File: config.mk
export PLATFORM = sky130hd
export DESIGN_NAME = sharded_lru_replacer_unit
export DESIGN_NICKNAME = d
export VERILOG_FILES = /design/src/hdl/slru_pkg.sv /design/src/hdl/slru_link_mem.sv /design/src/hdl/slru_mod_unit.sv /design/src/hdl/sharded_lru_replacer_unit.sv
export SDC_FILE = /design/constraint.sdc
export NUM_CORES = 2
export LEC_CHECK = 0
export BUFFER_PORTS_ARGS = -buffer_cell sky130_fd_sc_hd__buf_2
export CAP_MARGIN = 20
export CORE_ASPECT_RATIO = 0.8
export CORE_UTILIZATION = 40
export CTS_CLUSTER_DIAMETER = 50
export DETAILED_ROUTE_END_ITERATION = 6
export SETUP_SLACK_MARGIN = 0.02
export SLEW_MARGIN = 20
export SYNTH_ARGS = -nofsm -noshare
export SYNTH_HDL_FRONTEND = slang
export SYNTH_SLANG_ARGS = --single-unit
File: constraint.sdc
create_clock -name clk -period 7.57 [get_ports clk]
set_input_delay 0.757 -clock clk [delete_from_list [all_inputs] [get_ports clk]]
set_output_delay 0.757 -clock clk [all_outputs]
set_load 0.02 [all_outputs]
File: src/hdl/slru_pkg.sv
// Shared types, constants and helper functions of the sharded LRU replacer.
// Used by the link memory, the remainder unit and the top level.
`default_nettype none

package slru_pkg;

  localparam int MAX_FRAMES = 64;
  localparam int MAX_SHARDS = 8;

  // Widths of the stream and configuration fields.
  localparam int FID_W       = 6;
  localparam int OP_W        = 2;
  localparam int CFG_W       = 4;
  localparam int CNT_OUT_W   = 7;
  localparam int IN_DATA_W   = 8;
  localparam int OUT_DATA_W  = 16;
  localparam int HAND_W      = 64;

  // Internal widths derived from the build sizes.
  localparam int FRAME_W = $clog2(MAX_FRAMES);
  localparam int CNT_W   = $clog2(MAX_FRAMES + 1);
  localparam int SHARD_W = (MAX_SHARDS > 1) ? $clog2(MAX_SHARDS) : 1;
  localparam int NUM_W   = $clog2(MAX_SHARDS + 1);
  localparam int STEP_W  = $clog2(FID_W);
  localparam int TRIAL_W = FID_W + NUM_W;

  typedef enum logic [OP_W-1:0] {
    OP_VICTIM = 2'd0,
    OP_PIN    = 2'd1,
    OP_UNPIN  = 2'd2,
    OP_SIZE   = 2'd3
  } op_t;

  typedef logic [FRAME_W-1:0] frame_t;

  // Request to the link memory: one registered read of both link words,
  // and one write into each of the two link arrays.
  typedef struct packed {
    logic   rd_en;
    frame_t rd_addr;
    logic   newer_wr_en;
    frame_t newer_wr_addr;
    frame_t newer_wr_data;
    logic   older_wr_en;
    frame_t older_wr_addr;
    frame_t older_wr_data;
  } slru_link_req_t;

  typedef struct packed {
    frame_t newer;
    frame_t older;
  } slru_link_rsp_t;

  // Clamp the programmed shard count to the range that is built.
  function automatic logic [NUM_W-1:0] live_shards(input logic [CFG_W-1:0] value);
    logic [NUM_W-1:0] result;
    if (value == '0) begin
      result = NUM_W'(1);
    end else if (int'(value) > MAX_SHARDS) begin
      result = NUM_W'(MAX_SHARDS);
    end else begin
      result = NUM_W'(value);
    end
    return result;
  endfunction

endpackage

`default_nettype wire

File: src/hdl/slru_link_mem.sv
// Newer and older link arrays of the per-shard LRU lists.
// Single write port per array, one registered read of both; uses slru_pkg.
`default_nettype none

module slru_link_mem
  import slru_pkg::*;
(
  input  wire logic           clk,
  input  wire slru_link_req_t req,
  output slru_link_rsp_t      rsp
);

  frame_t newer_mem [MAX_FRAMES];
  frame_t older_mem [MAX_FRAMES];
  frame_t newer_q_r;
  frame_t older_q_r;

  always_ff @(posedge clk) begin
    if (req.newer_wr_en) begin
      newer_mem[req.newer_wr_addr] <= req.newer_wr_data;
    end
    if (req.older_wr_en) begin
      older_mem[req.older_wr_addr] <= req.older_wr_data;
    end
    if (req.rd_en) begin
      newer_q_r <= newer_mem[req.rd_addr];
      older_q_r <= older_mem[req.rd_addr];
    end
  end

  assign rsp.newer = newer_q_r;
  assign rsp.older = older_q_r;

endmodule

`default_nettype wire

File: src/hdl/slru_mod_unit.sv
// Restoring remainder unit: frame id modulo the live shard count,
// one shared compare and subtract per cycle; uses slru_pkg.
`default_nettype none

module slru_mod_unit
  import slru_pkg::*;
(
  input  wire logic               clk,
  input  wire logic               rst_n,
  input  wire logic               start,
  input  wire logic [FID_W-1:0]   dividend,
  input  wire logic [NUM_W-1:0]   divisor,
  output logic                    done,
  output logic [SHARD_W-1:0]      remainder
);

  logic              busy_r;
  logic              done_r;
  logic [STEP_W-1:0] step_r;
  logic [FID_W-1:0]  rem_r;
  logic [NUM_W-1:0]  div_r;

  logic [TRIAL_W-1:0] trial;
  logic               fits;
  logic [FID_W-1:0]   rem_sub;

  // Try the divisor shifted left by the current step; keep the difference if it fits.
  assign trial   = TRIAL_W'(div_r) << step_r;
  assign fits    = TRIAL_W'(rem_r) >= trial;
  assign rem_sub = rem_r - FID_W'(trial);

  always_ff @(posedge clk) begin
    if (start) begin
      rem_r  <= dividend;
      div_r  <= divisor;
      step_r <= STEP_W'(FID_W - 1);
    end else if (busy_r) begin
      if (fits) begin
        rem_r <= rem_sub;
      end
      if (step_r != '0) begin
        step_r <= step_r - STEP_W'(1);
      end
    end
    if (!rst_n) begin
      busy_r <= 1'b0;
      done_r <= 1'b0;
    end else if (start) begin
      busy_r <= 1'b1;
      done_r <= 1'b0;
    end else if (busy_r && step_r == '0) begin
      busy_r <= 1'b0;
      done_r <= 1'b1;
    end else begin
      done_r <= 1'b0;
    end
  end

  assign done      = done_r;
  assign remainder = SHARD_W'(rem_r);

endmodule

`default_nettype wire

File: src/hdl/sharded_lru_replacer_unit.sv
// Sharded LRU replacer: sequencer, list heads, occupancy and tracking state.
// Instantiates slru_mod_unit and slru_link_mem; uses slru_pkg.
//
// Usage: requests arrive on the in_ stream, one transfer per request, with the
// operation code in in_tuser and the frame id in in_tdata. Each request gives
// exactly one result transfer on the out_ stream. The cfg_ channel writes the
// shard count; a write flushes all tracking but keeps the victim hand, and is
// taken only while the sequencer is idle (it wins over a request offered in
// the same cycle).
// Path from accepted request to result: a size query goes straight to the done
// state; pin and unpin wait for the 6-step remainder unit mapping a frame id to
// its shard; victim scans from the hand shard, passing over each empty shard, and
// visits all live shards when every shard is empty. Unlinking a frame from a shard
// of more than one adds the registered link memory read. One request is in flight
// at a time; a new request is taken only once the last one is through.
// in_tready is low while a request is in work.
// The result sits in an output register; a stalled receiver only holds the
// sequencer once the next result is ready. Reset sets the shard count to one,
// empties all shards and clears the hand; no clearing pass is needed.
`default_nettype none

module sharded_lru_replacer_unit
  import slru_pkg::*;
(
  input  wire logic                  clk,
  input  wire logic                  rst_n,
  // in_tdata: [5:0] fid, [7:6] zero
  input  wire logic                  in_tvalid,
  output logic                       in_tready,
  input  wire logic [IN_DATA_W-1:0]  in_tdata,
  // in_tuser: [1:0] op
  input  wire logic [OP_W-1:0]       in_tuser,
  // out_tdata: [0] found, [6:1] victim_frame, [13:7] tracked_count,
  // [14] bad_frame, [15] zero
  output logic                       out_tvalid,
  input  wire logic                  out_tready,
  output logic [OUT_DATA_W-1:0]      out_tdata,
  input  wire logic                  cfg_valid,
  output logic                       cfg_ready,
  input  wire logic [CFG_W-1:0]      cfg_data
);

  typedef enum logic [2:0] {
    ST_IDLE,
    ST_MOD,
    ST_SCAN,
    ST_APPLY,
    ST_UNLINK,
    ST_DONE
  } state_t;

  typedef logic [SHARD_W-1:0] shard_t;
  typedef logic [CNT_W-1:0]   cnt_t;

  // Control state
  state_t                 state_r, state_nxt;
  logic [NUM_W-1:0]       n_r, n_nxt;
  logic [MAX_FRAMES-1:0]  tracked_r, tracked_nxt;
  cnt_t                   occ_r [MAX_SHARDS];
  cnt_t                   occ_nxt [MAX_SHARDS];
  cnt_t                   total_r, total_nxt;
  logic [HAND_W-1:0]      hand_r, hand_nxt;
  shard_t                 res_r [MAX_SHARDS];
  shard_t                 res_nxt [MAX_SHARDS];
  logic                   out_valid_r, out_valid_nxt;

  // Payload state
  frame_t                 newest_r [MAX_SHARDS];
  frame_t                 newest_nxt [MAX_SHARDS];
  frame_t                 oldest_r [MAX_SHARDS];
  frame_t                 oldest_nxt [MAX_SHARDS];
  op_t                    op_r, op_nxt;
  frame_t                 frame_r, frame_nxt;
  shard_t                 shard_r, shard_nxt;
  shard_t                 scan_cnt_r, scan_cnt_nxt;
  logic                   found_r, found_nxt;
  logic                   bad_r, bad_nxt;
  logic [OUT_DATA_W-1:0]  out_data_r, out_data_nxt;

  logic                   mod_start;
  logic                   mod_done;
  shard_t                 mod_rem;
  slru_link_req_t         link_req;
  slru_link_rsp_t         link_rsp;

  logic [FID_W-1:0]       in_fid;
  op_t                    in_op;
  logic [NUM_W-1:0]       scan_inc;
  logic                   hand_wrap;
  frame_t                 nw;
  frame_t                 od;
  frame_t                 head;

  assign in_fid    = in_tdata[FID_W-1:0];
  assign in_op     = op_t'(in_tuser);
  assign scan_inc  = NUM_W'(shard_r) + NUM_W'(1);
  assign hand_wrap = (hand_r == '1);
  assign nw        = link_rsp.newer;
  assign od        = link_rsp.older;
  assign head      = newest_r[shard_r];

  assign cfg_ready  = (state_r == ST_IDLE);
  assign in_tready  = (state_r == ST_IDLE) && !cfg_valid;
  assign out_tvalid = out_valid_r;
  assign out_tdata  = out_data_r;

  slru_mod_unit u_mod (
    .clk       (clk),
    .rst_n     (rst_n),
    .start     (mod_start),
    .dividend  (in_fid),
    .divisor   (n_r),
    .done      (mod_done),
    .remainder (mod_rem)
  );

  slru_link_mem u_links (
    .clk (clk),
    .req (link_req),
    .rsp (link_rsp)
  );

  always_comb begin
    state_nxt     = state_r;
    n_nxt         = n_r;
    tracked_nxt   = tracked_r;
    occ_nxt       = occ_r;
    total_nxt     = total_r;
    hand_nxt      = hand_r;
    res_nxt       = res_r;
    newest_nxt    = newest_r;
    oldest_nxt    = oldest_r;
    op_nxt        = op_r;
    frame_nxt     = frame_r;
    shard_nxt     = shard_r;
    scan_cnt_nxt  = scan_cnt_r;
    found_nxt     = found_r;
    bad_nxt       = bad_r;
    out_data_nxt  = out_data_r;
    out_valid_nxt = out_valid_r;
    mod_start     = 1'b0;
    link_req      = '0;

    if (out_tready) begin
      out_valid_nxt = 1'b0;
    end

    unique case (state_r)
      ST_IDLE: begin
        if (cfg_valid) begin
          n_nxt       = live_shards(cfg_data);
          tracked_nxt = '0;
          total_nxt   = '0;
          for (int k = 0; k < MAX_SHARDS; k++) begin
            occ_nxt[k] = '0;
          end
        end else if (in_tvalid) begin
          op_nxt    = in_op;
          found_nxt = 1'b0;
          bad_nxt   = 1'b0;
          unique case (in_op)
            OP_VICTIM: begin
              // The start shard is the hand modulo the live count, kept as residues.
              shard_nxt    = res_r[SHARD_W'(n_r - NUM_W'(1))];
              scan_cnt_nxt = '0;
              hand_nxt     = hand_r + HAND_W'(1);
              for (int k = 0; k < MAX_SHARDS; k++) begin
                if (hand_wrap || res_r[k] == SHARD_W'(k)) begin
                  res_nxt[k] = '0;
                end else begin
                  res_nxt[k] = res_r[k] + SHARD_W'(1);
                end
              end
              state_nxt = ST_SCAN;
            end
            OP_PIN, OP_UNPIN: begin
              if (int'(in_fid) >= MAX_FRAMES) begin
                bad_nxt   = 1'b1;
                state_nxt = ST_DONE;
              end else begin
                frame_nxt = FRAME_W'(in_fid);
                mod_start = 1'b1;
                state_nxt = ST_MOD;
              end
            end
            default: begin
              state_nxt = ST_DONE;
            end
          endcase
        end
      end

      ST_MOD: begin
        if (mod_done) begin
          shard_nxt = mod_rem;
          state_nxt = ST_APPLY;
        end
      end

      ST_SCAN: begin
        if (occ_r[shard_r] != '0) begin
          found_nxt = 1'b1;
          frame_nxt = oldest_r[shard_r];
          state_nxt = ST_APPLY;
        end else if (NUM_W'(scan_cnt_r) == n_r - NUM_W'(1)) begin
          state_nxt = ST_DONE;
        end else begin
          scan_cnt_nxt = scan_cnt_r + SHARD_W'(1);
          shard_nxt    = (scan_inc == n_r) ? '0 : SHARD_W'(scan_inc);
        end
      end

      ST_APPLY: begin
        state_nxt = ST_DONE;
        if (op_r == OP_VICTIM || (op_r == OP_PIN && tracked_r[frame_r])) begin
          if (occ_r[shard_r] <= CNT_W'(1)) begin
            occ_nxt[shard_r]     = '0;
            tracked_nxt[frame_r] = 1'b0;
            if (total_r != '0) begin
              total_nxt = total_r - CNT_W'(1);
            end
          end else begin
            // Neighbors of the frame are needed; fetch both links first.
            link_req.rd_en   = 1'b1;
            link_req.rd_addr = frame_r;
            state_nxt        = ST_UNLINK;
          end
        end else if (op_r == OP_UNPIN && !tracked_r[frame_r]) begin
          if (occ_r[shard_r] == '0) begin
            oldest_nxt[shard_r] = frame_r;
          end else begin
            link_req.newer_wr_en   = 1'b1;
            link_req.newer_wr_addr = head;
            link_req.newer_wr_data = frame_r;
            link_req.older_wr_en   = 1'b1;
            link_req.older_wr_addr = frame_r;
            link_req.older_wr_data = head;
          end
          newest_nxt[shard_r]  = frame_r;
          occ_nxt[shard_r]     = occ_r[shard_r] + CNT_W'(1);
          tracked_nxt[frame_r] = 1'b1;
          total_nxt            = total_r + CNT_W'(1);
        end
      end

      ST_UNLINK: begin
        if (newest_r[shard_r] == frame_r) begin
          newest_nxt[shard_r] = od;
        end else begin
          link_req.older_wr_en   = 1'b1;
          link_req.older_wr_addr = nw;
          link_req.older_wr_data = od;
        end
        if (oldest_r[shard_r] == frame_r) begin
          oldest_nxt[shard_r] = nw;
        end else begin
          link_req.newer_wr_en   = 1'b1;
          link_req.newer_wr_addr = od;
          link_req.newer_wr_data = nw;
        end
        occ_nxt[shard_r]     = occ_r[shard_r] - CNT_W'(1);
        tracked_nxt[frame_r] = 1'b0;
        if (total_r != '0) begin
          total_nxt = total_r - CNT_W'(1);
        end
        state_nxt = ST_DONE;
      end

      ST_DONE: begin
        if (!out_valid_r || out_tready) begin
          out_data_nxt  = {1'b0, bad_r, CNT_OUT_W'(total_r),
                           found_r ? FID_W'(frame_r) : FID_W'(0), found_r};
          out_valid_nxt = 1'b1;
          state_nxt     = ST_IDLE;
        end
      end

      default: begin
        state_nxt = ST_IDLE;
      end
    endcase
  end

  always_ff @(posedge clk) begin
    newest_r   <= newest_nxt;
    oldest_r   <= oldest_nxt;
    op_r       <= op_nxt;
    frame_r    <= frame_nxt;
    shard_r    <= shard_nxt;
    scan_cnt_r <= scan_cnt_nxt;
    found_r    <= found_nxt;
    bad_r      <= bad_nxt;
    out_data_r <= out_data_nxt;
    if (!rst_n) begin
      state_r     <= ST_IDLE;
      n_r         <= NUM_W'(1);
      tracked_r   <= '0;
      total_r     <= '0;
      hand_r      <= '0;
      out_valid_r <= 1'b0;
      for (int k = 0; k < MAX_SHARDS; k++) begin
        occ_r[k] <= '0;
        res_r[k] <= '0;
      end
    end else begin
      state_r     <= state_nxt;
      n_r         <= n_nxt;
      tracked_r   <= tracked_nxt;
      total_r     <= total_nxt;
      hand_r      <= hand_nxt;
      out_valid_r <= out_valid_nxt;
      occ_r       <= occ_nxt;
      res_r       <= res_nxt;
    end
  end

endmodule

`default_nettype wire
## After elaboration in Yosys (flattened, before gate mapping)

Memory sizes are Yosys's and may differ from the RTL's. A register that Yosys moved wholly into a read port is not among the register bits.
Cells that the tools add are included.
Widths: inputs -> output; s select.

- Add/subtract/negate cells: 18
- $mul: 0
- Div/mod/pow operators: 0
- $lt $le $gt $ge: 8
- Eq/ne operators: 39
- Shift operators: 1
- Multiplexer cells: 120
- Bitwise gates (word level): 9
- Reduce and logical (&&, ||, !) cells: 52

Operators by type and width:

| kind | number |
|---|---|
| $mux 48 | 7 |
| $mux 64 | 4 |
| $mux 56 | 4 |
| $bwmux 48 | 4 |
| $pmux 48 s2 | 2 |
| $pmux 64 s3 | 1 |
| $pmux 56 s3 | 1 |
| $bwmux 56 | 2 |
| $mux 3 | 28 |
| $mux 26 | 3 |
| $mux 7 | 11 |
| $mux 6 | 12 |
| $add 64x1->64 const B | 1 |
| $and 64x64->64 | 1 |
| $eq 64x64->1 const B | 1 |
| $not 64->64 | 1 |
| $or 64x64->64 | 1 |
| $and 56x56->56 | 1 |
| $not 56->56 | 1 |
| $pmux 26 s2 | 1 |
| $bmux 6 s3 | 2 |
| $add 3x1->3 const B | 9 |
| $mux 13 | 2 |
| $ne 2x2->1 const B | 12 |
| other kinds (57) | 135 |

- Register bits after elaboration: 363
- Bits in latches: 0
- Bits in writable memories: 768
- Bits in read-only memories: 0
- Output and inout port bits: 19
- Logic and storage cells: 299
- Memories kept: 2

Memories:

| memory | words | width | read ports | clocked after memory_dff | wr ports | RTL line | text |
|---|---|---|---|---|---|---|---|
| u_links.newer_mem | 64 | 6 | 1 | 1 | 1 | slru_link_mem.sv:13 | `frame_t newer_mem [MAX_FRAMES];` |
| u_links.older_mem | 64 | 6 | 1 | 1 | 1 | slru_link_mem.sv:14 | `frame_t older_mem [MAX_FRAMES];` |

## Logic depth before layout (Yosys ltp)

- Depth in word-level cells: 11
- Depth in mapped cells: 19

## Hierarchy

From an unflattened synthesis, not the netlist that was laid out.

- Cell total of the unflattened synthesis: 3,636
- Area total of the unflattened synthesis: 50,408.3 um^2

Modules (own cells, without submodules):

| module | times used | cells each | area each (um^2) |
|---|---|---|---|
| slru_link_mem | 1 | 1,462 | 30,491.7 |
| sharded_lru_replacer_unit | 1 | 2,063 | 18,881.9 |
| slru_mod_unit | 1 | 111 | 1,034.7 |

## Worst setup path after synthesis

No wires, ideal clock.

- Path kind: reg2reg
- From: reg shard_r[0]
- To: mem u_links.older_mem[0][3] in the netlist's numbering, data pin
- Setup time: 702 ps
- Data arrival time: 4,702 ps
- Data required time: 6,868 ps
- Slack: 2,166 ps
- Cell stages (with the launch flop): 13
- Buffers on the path: 5
- Clock period less this slack: 5,404 ps
- Path through: edfxtp_1 clkbuf_1 clkbuf_1 buf_2 nand2_1 and3_1 clkbuf_1 ha_1 inv_1 or4_1 nand2_1 clkbuf_1 o21ai_0

RTL lines:

| what | RTL line | text |
|---|---|---|
| from (decl) | sharded_lru_replacer_unit.sv:74 | `shard_t shard_r, shard_nxt;` |
| from (signal assigned) | sharded_lru_replacer_unit.sv:289 | `shard_r <= shard_nxt;` |
| to (decl) | slru_link_mem.sv:14 |  |

## Worst setup path in the final report

- From: reg shard_r[2]
- To: mem u_links.newer_mem[26][5] in the netlist's numbering, enable pin

- Longest elaborated chain between the ends: 11
- Elaborated cells between the ends (all ways): 19

RTL lines:

| what | RTL line | text |
|---|---|---|
| $not 3->4 (implied by the code) * | sharded_lru_replacer_unit.sv:100, sharded_lru_replacer_unit.sv:229, sharded_lru_replacer_unit.sv:254 |  |
| $bmux 7 s3 | sharded_lru_replacer_unit.sv:229 | `if (occ_r[shard_r] == '0) begin` |
| $mux 7 (implied by the code) (2 in series) | sharded_lru_replacer_unit.sv:229 |  |
| $logic_not 7->1 | sharded_lru_replacer_unit.sv:229 |  |
| $mux 26 | sharded_lru_replacer_unit.sv:229 |  |
| $mux 26 | sharded_lru_replacer_unit.sv:228 | `end else if (op_r == OP_UNPIN && !tracked_r[frame_r]) begin` |
| $mux 26 | sharded_lru_replacer_unit.sv:215 | `if (op_r == OP_VICTIM \|\| (op_r == OP_PIN && tracked_r[frame_r])) begin` |
| $pmux 26 s2 * | sharded_lru_replacer_unit.sv:148 | `unique case (state_r)` |
| $mux 1 | slru_link_mem.sv:19 | `if (req.newer_wr_en) begin` |
| $mux 1 (implied by the code) | slru_link_mem.sv:20 | `newer_mem[req.newer_wr_addr] <= req.newer_wr_data;` |
| to (decl) | slru_link_mem.sv:13 |  |

Mark *: on every way between the ends. The rest lies on a longest branch, timed or not. The select of a mux whose other input is x is not followed.

==> results.ini <==
[floorplanning]
dieHeight_um=318.3
design.die.area_sq_mm=0.1265
coreArea_sq_mm=0.1235
rows=115
num_io_pins=38
effective_utilization_at_floorplan=0.4053
die_width_um=397.4

[global_routing]
grt_antenna_before_repair=0
grt_start_max_net_pins=132
grt_first_pass_wirelength_um=203600
global_route.overflow_total=0
grt_usage=0.2119
vias_in_the_first_global_route=31018

[place]
place_worst_setup_slack_ns=1.644
gpl.final_weighted_congestion=0.8755
place_hpwl_um=86520
port_buffers=33

[clock_tree]
numClockSinks=1143
ctsRootBufferMaster=sky130_fd_sc_hd__clkbuf_16
cts-htree-levels=3
path_clk_slew_ns=0.06
clock_insertion_delay_worst_skew_ns=0.74
ctsLongestPathBuffers=3
tritoncts=built
post-cts-setup-buffer-count=0
ctsHoldBuffers=0
post_cts_resize_count=0
tritoncts_buffer_count=118

[sta]
timing.slew.headroom=0.2396
tightestPinTransition_ns=1.131
finalMaxSlewViolations=0
post_layout_min_period_ns=6.081
layout_setup_ws_ns=1.489
finClkSkew_ns=0.03557
report.final.hold_viol_count=0
post-route-period-util=0.8033
unrepaired_setup_endpoints_after_global_routing=no
setup_viol=0
worst_hold_slack_ns=0.2415
fin_setup_tns_ns=0
fmax_ghz=0.1645

[logic_synthesis]
synth.lib_cells_used.distinct=85
synth.ff_latch_count=1143
synth_edf_count=915
synth.yosys.warnings=0
synth.cell_area_sq_mm=0.05003
ys.flop_type=sky130_fd_sc_hd__edfxtp_1
async_reset_ff_frac=0
synthesis.instances=3859
synth.yosys.seq_area_share=0.6404
synth.avg_cell_area_sq_um=12.97

[layout]
most_common_cell_after_layout_fill_and_taps_aside=sky130_fd_sc_hd__edfxtp_1
finish.utilization=0.4521
antenna_cells=0
area.sequential_sq_mm=0.03204
nFillCells=11185
area_growth_syn_to_layout_pct=11.54
multiInputGateArea_sq_mm=0.01698
layout-drive-gt1-share=0.1339
most-common-layout-cells=sky130_fd_sc_hd__edfxtp_1, sky130_fd_sc_hd__nor2_1, sky130_fd_sc_hd__nand2_1
total_number_of_nets_in_the_final_design=3896

[worst_setup_path]
critPathCaptureType=flip-flop
critical_path_required_ns=7.94
reg2reg_depth=14
worst_setup_path_start_kind=flip-flop
crit_fanout=27
worstPathArrival_ns=6.45
timing.setup.critical_path_class=flip-flop to flip-flop

[power]
power.leakage_nw=18.38
vdd_ir_drop_max_mv=0.2056
powerDensity_mw_per_mm2=282.1

[drt]
viasPerCell=5.853
drt_iter0_markers=4338
routedWlPerCell_um=24.41
drc_errors=0
drtPass1Iterations=5
detailroute.via_count=32658
drt.antenna.violating_nets=0
drt-total-wl_um=136200

[outcome]
outcome=finished clean

[worst_hold_path]
hold_path.class=input port to flip-flop
hold_path_depth=1

[flow_run]
drv_cap=0

[sequential cells by signal (all words and copies together) (netlist names), 7 cells and up]
signal / flops
u_links.older_mem: 384
u_links.newer_mem: 384
out_tdata: 14
oldest_r: 48
newest_r: 48
total_r: 7
tracked_r: 64
res_r: 24
hand_r: 64
occ_r: 56
[through the flow]
stage	power, mW	std cells	cell area [sq um]
after floorplan	9.014	3860	50040
after global placement	9.939	5356	51890
after detailed placement	9.966	5357	51910
after CTS	15.79	5580	55800
after global routing	16.25	5580	55810
final	15.74	5580	55810
[metal layers]
| metal | track usage | vias to the layer above | wire length, um |
|---|---|---|---|
| met5 | 0 | - | 0 |
| met4 | 0.05718 | 0 | 3281 |
| met3 | 0.03950 | 211 | 12230 |
| met2 | 0.2976 | 1419 | 57340 |
| met1 | 0.3313 | 16435 | 63380 |
| li1 | - | 14593 | - |
[final cells by class]
| class | instances | area share |
|---|---|---|
| clock inverters | 65 | 0.01168 |
| repair buffers | 100 | 0.01253 |
| inverters | 40 | 0.002690 |
| clock buffers | 158 | 0.05798 |
| flip-flops and latches | 1143 | 0.5741 |
| multi-input cells | 2436 | 0.3043 |
| well taps | 1638 | 0.03672 |
[logic make-up (layout without fill, tap and decap cells)]
| logic type | Yosys count | count (layout) | share of synthesized area |
|---|---|---|---|
| and+or+nand+nor | 1157 | 1157 | 0.1124 |
| DFF | 1143 | 1143 | 0.6404 |
| AOI/OAI and AO/OA | 826 | 826 | 0.1037 |
| muxes | 335 | 335 | 0.09733 |
| buffers and inverters | 281 | 363 | 0.02288 |
| xor gates and xnor gates | 78 | 78 | 0.01365 |
| adders and majority gates | 38 | 38 | 0.009653 |
| other | 1 | 2 | 0.00007495 |
[Yosys cell counts, types with 10 or more instances]
master                     number  share of area
sky130_fd_sc_hd__and2_1       150          0.019
sky130_fd_sc_hd__mux2_2        82          0.018
sky130_fd_sc_hd__nand3_1       88         0.0088
sky130_fd_sc_hd__a21oi_1      182          0.018
sky130_fd_sc_hd__nor3_1        41         0.0041
sky130_fd_sc_hd__mux2i_1      140          0.028
sky130_fd_sc_hd__o221ai_1      17         0.0030
sky130_fd_sc_hd__a221oi_1      20         0.0035
sky130_fd_sc_hd__or2_2         16         0.0020
sky130_fd_sc_hd__a21o_1        10         0.0015
sky130_fd_sc_hd__a22oi_1       48         0.0072
sky130_fd_sc_hd__a21boi_0      41         0.0062
sky130_fd_sc_hd__nor2_1       375          0.028
sky130_fd_sc_hd__clkbuf_1     158          0.012
sky130_fd_sc_hd__xor2_1        26         0.0046
sky130_fd_sc_hd__or3_1         27         0.0034
sky130_fd_sc_hd__xnor2_1       52         0.0091
sky130_fd_sc_hd__and3_1        24         0.0030
sky130_fd_sc_hd__o22ai_1       81          0.010
sky130_fd_sc_hd__inv_1         38         0.0029
sky130_fd_sc_hd__a22o_1        11         0.0019
sky130_fd_sc_hd__o211ai_1      27         0.0041
sky130_fd_sc_hd__mux4_2       113          0.051
sky130_fd_sc_hd__a31oi_1       13         0.0016
sky130_fd_sc_hd__nand2b_1      32         0.0040
sky130_fd_sc_hd__dfxtp_1      228          0.091
sky130_fd_sc_hd__nor4_1        24         0.0030
sky130_fd_sc_hd__nor2b_1       54         0.0068
sky130_fd_sc_hd__buf_1         31         0.0023
sky130_fd_sc_hd__buf_2         45         0.0045
sky130_fd_sc_hd__nand4_1       18         0.0023
sky130_fd_sc_hd__ha_1          37         0.0093
sky130_fd_sc_hd__nand2_1      254          0.019
sky130_fd_sc_hd__edfxtp_1     915           0.55
sky130_fd_sc_hd__a21boi_1      16         0.0024
sky130_fd_sc_hd__o21ai_0      255          0.026
[report_power, final]
group | leakage, nW | internal (mW) | total, mW | switching (mW)
combinational | 6.19 | 0.866 | 2.82 | 1.95
sequential | 10.3 | 6.96 | 7.07 | 0.111
clock | 1.89 | 3.38 | 5.86 | 2.48
total | 18.4 | 11.2 | 15.7 | 4.54
[final timing paths]
path / startpoint / end / slack, ns
worst max-delay path: shard_r[2]$_DFFE_PP_ / u_links.newer_mem[26][5]$_DFFE_PP_ / 1.49
worst min-delay path: in_tuser[0] / op_r[0]$_DFFE_PP_ / 0.24
worst max register to register: shard_r[2]$_DFFE_PP_ / u_links.newer_mem[26][5]$_DFFE_PP_ / 1.49
worst min register to register: occ_r[25]$_SDFFE_PN0P_ / occ_r[25]$_SDFFE_PN0P_ / 0.47
[critical path, stage by stage (launching register included)]
cell and delay, ns:
sky130_fd_sc_hd__edfxtp_1 0.32, sky130_fd_sc_hd__buf_4 0.35, sky130_fd_sc_hd__buf_4 0.42, sky130_fd_sc_hd__mux2_2 0.39, sky130_fd_sc_hd__a22o_1 0.18, sky130_fd_sc_hd__nand2_1 0.13, sky130_fd_sc_hd__and3_1 0.34, sky130_fd_sc_hd__ha_1 0.20
sky130_fd_sc_hd__inv_1 0.08, sky130_fd_sc_hd__or4_1 0.69, sky130_fd_sc_hd__nand2_1 0.75, sky130_fd_sc_hd__a21oi_1 0.32, sky130_fd_sc_hd__a21oi_1 0.38, sky130_fd_sc_hd__nand2_1 0.47, sky130_fd_sc_hd__nor2_1 0.66
Note: power is estimated with default switching activity, not from simulation.
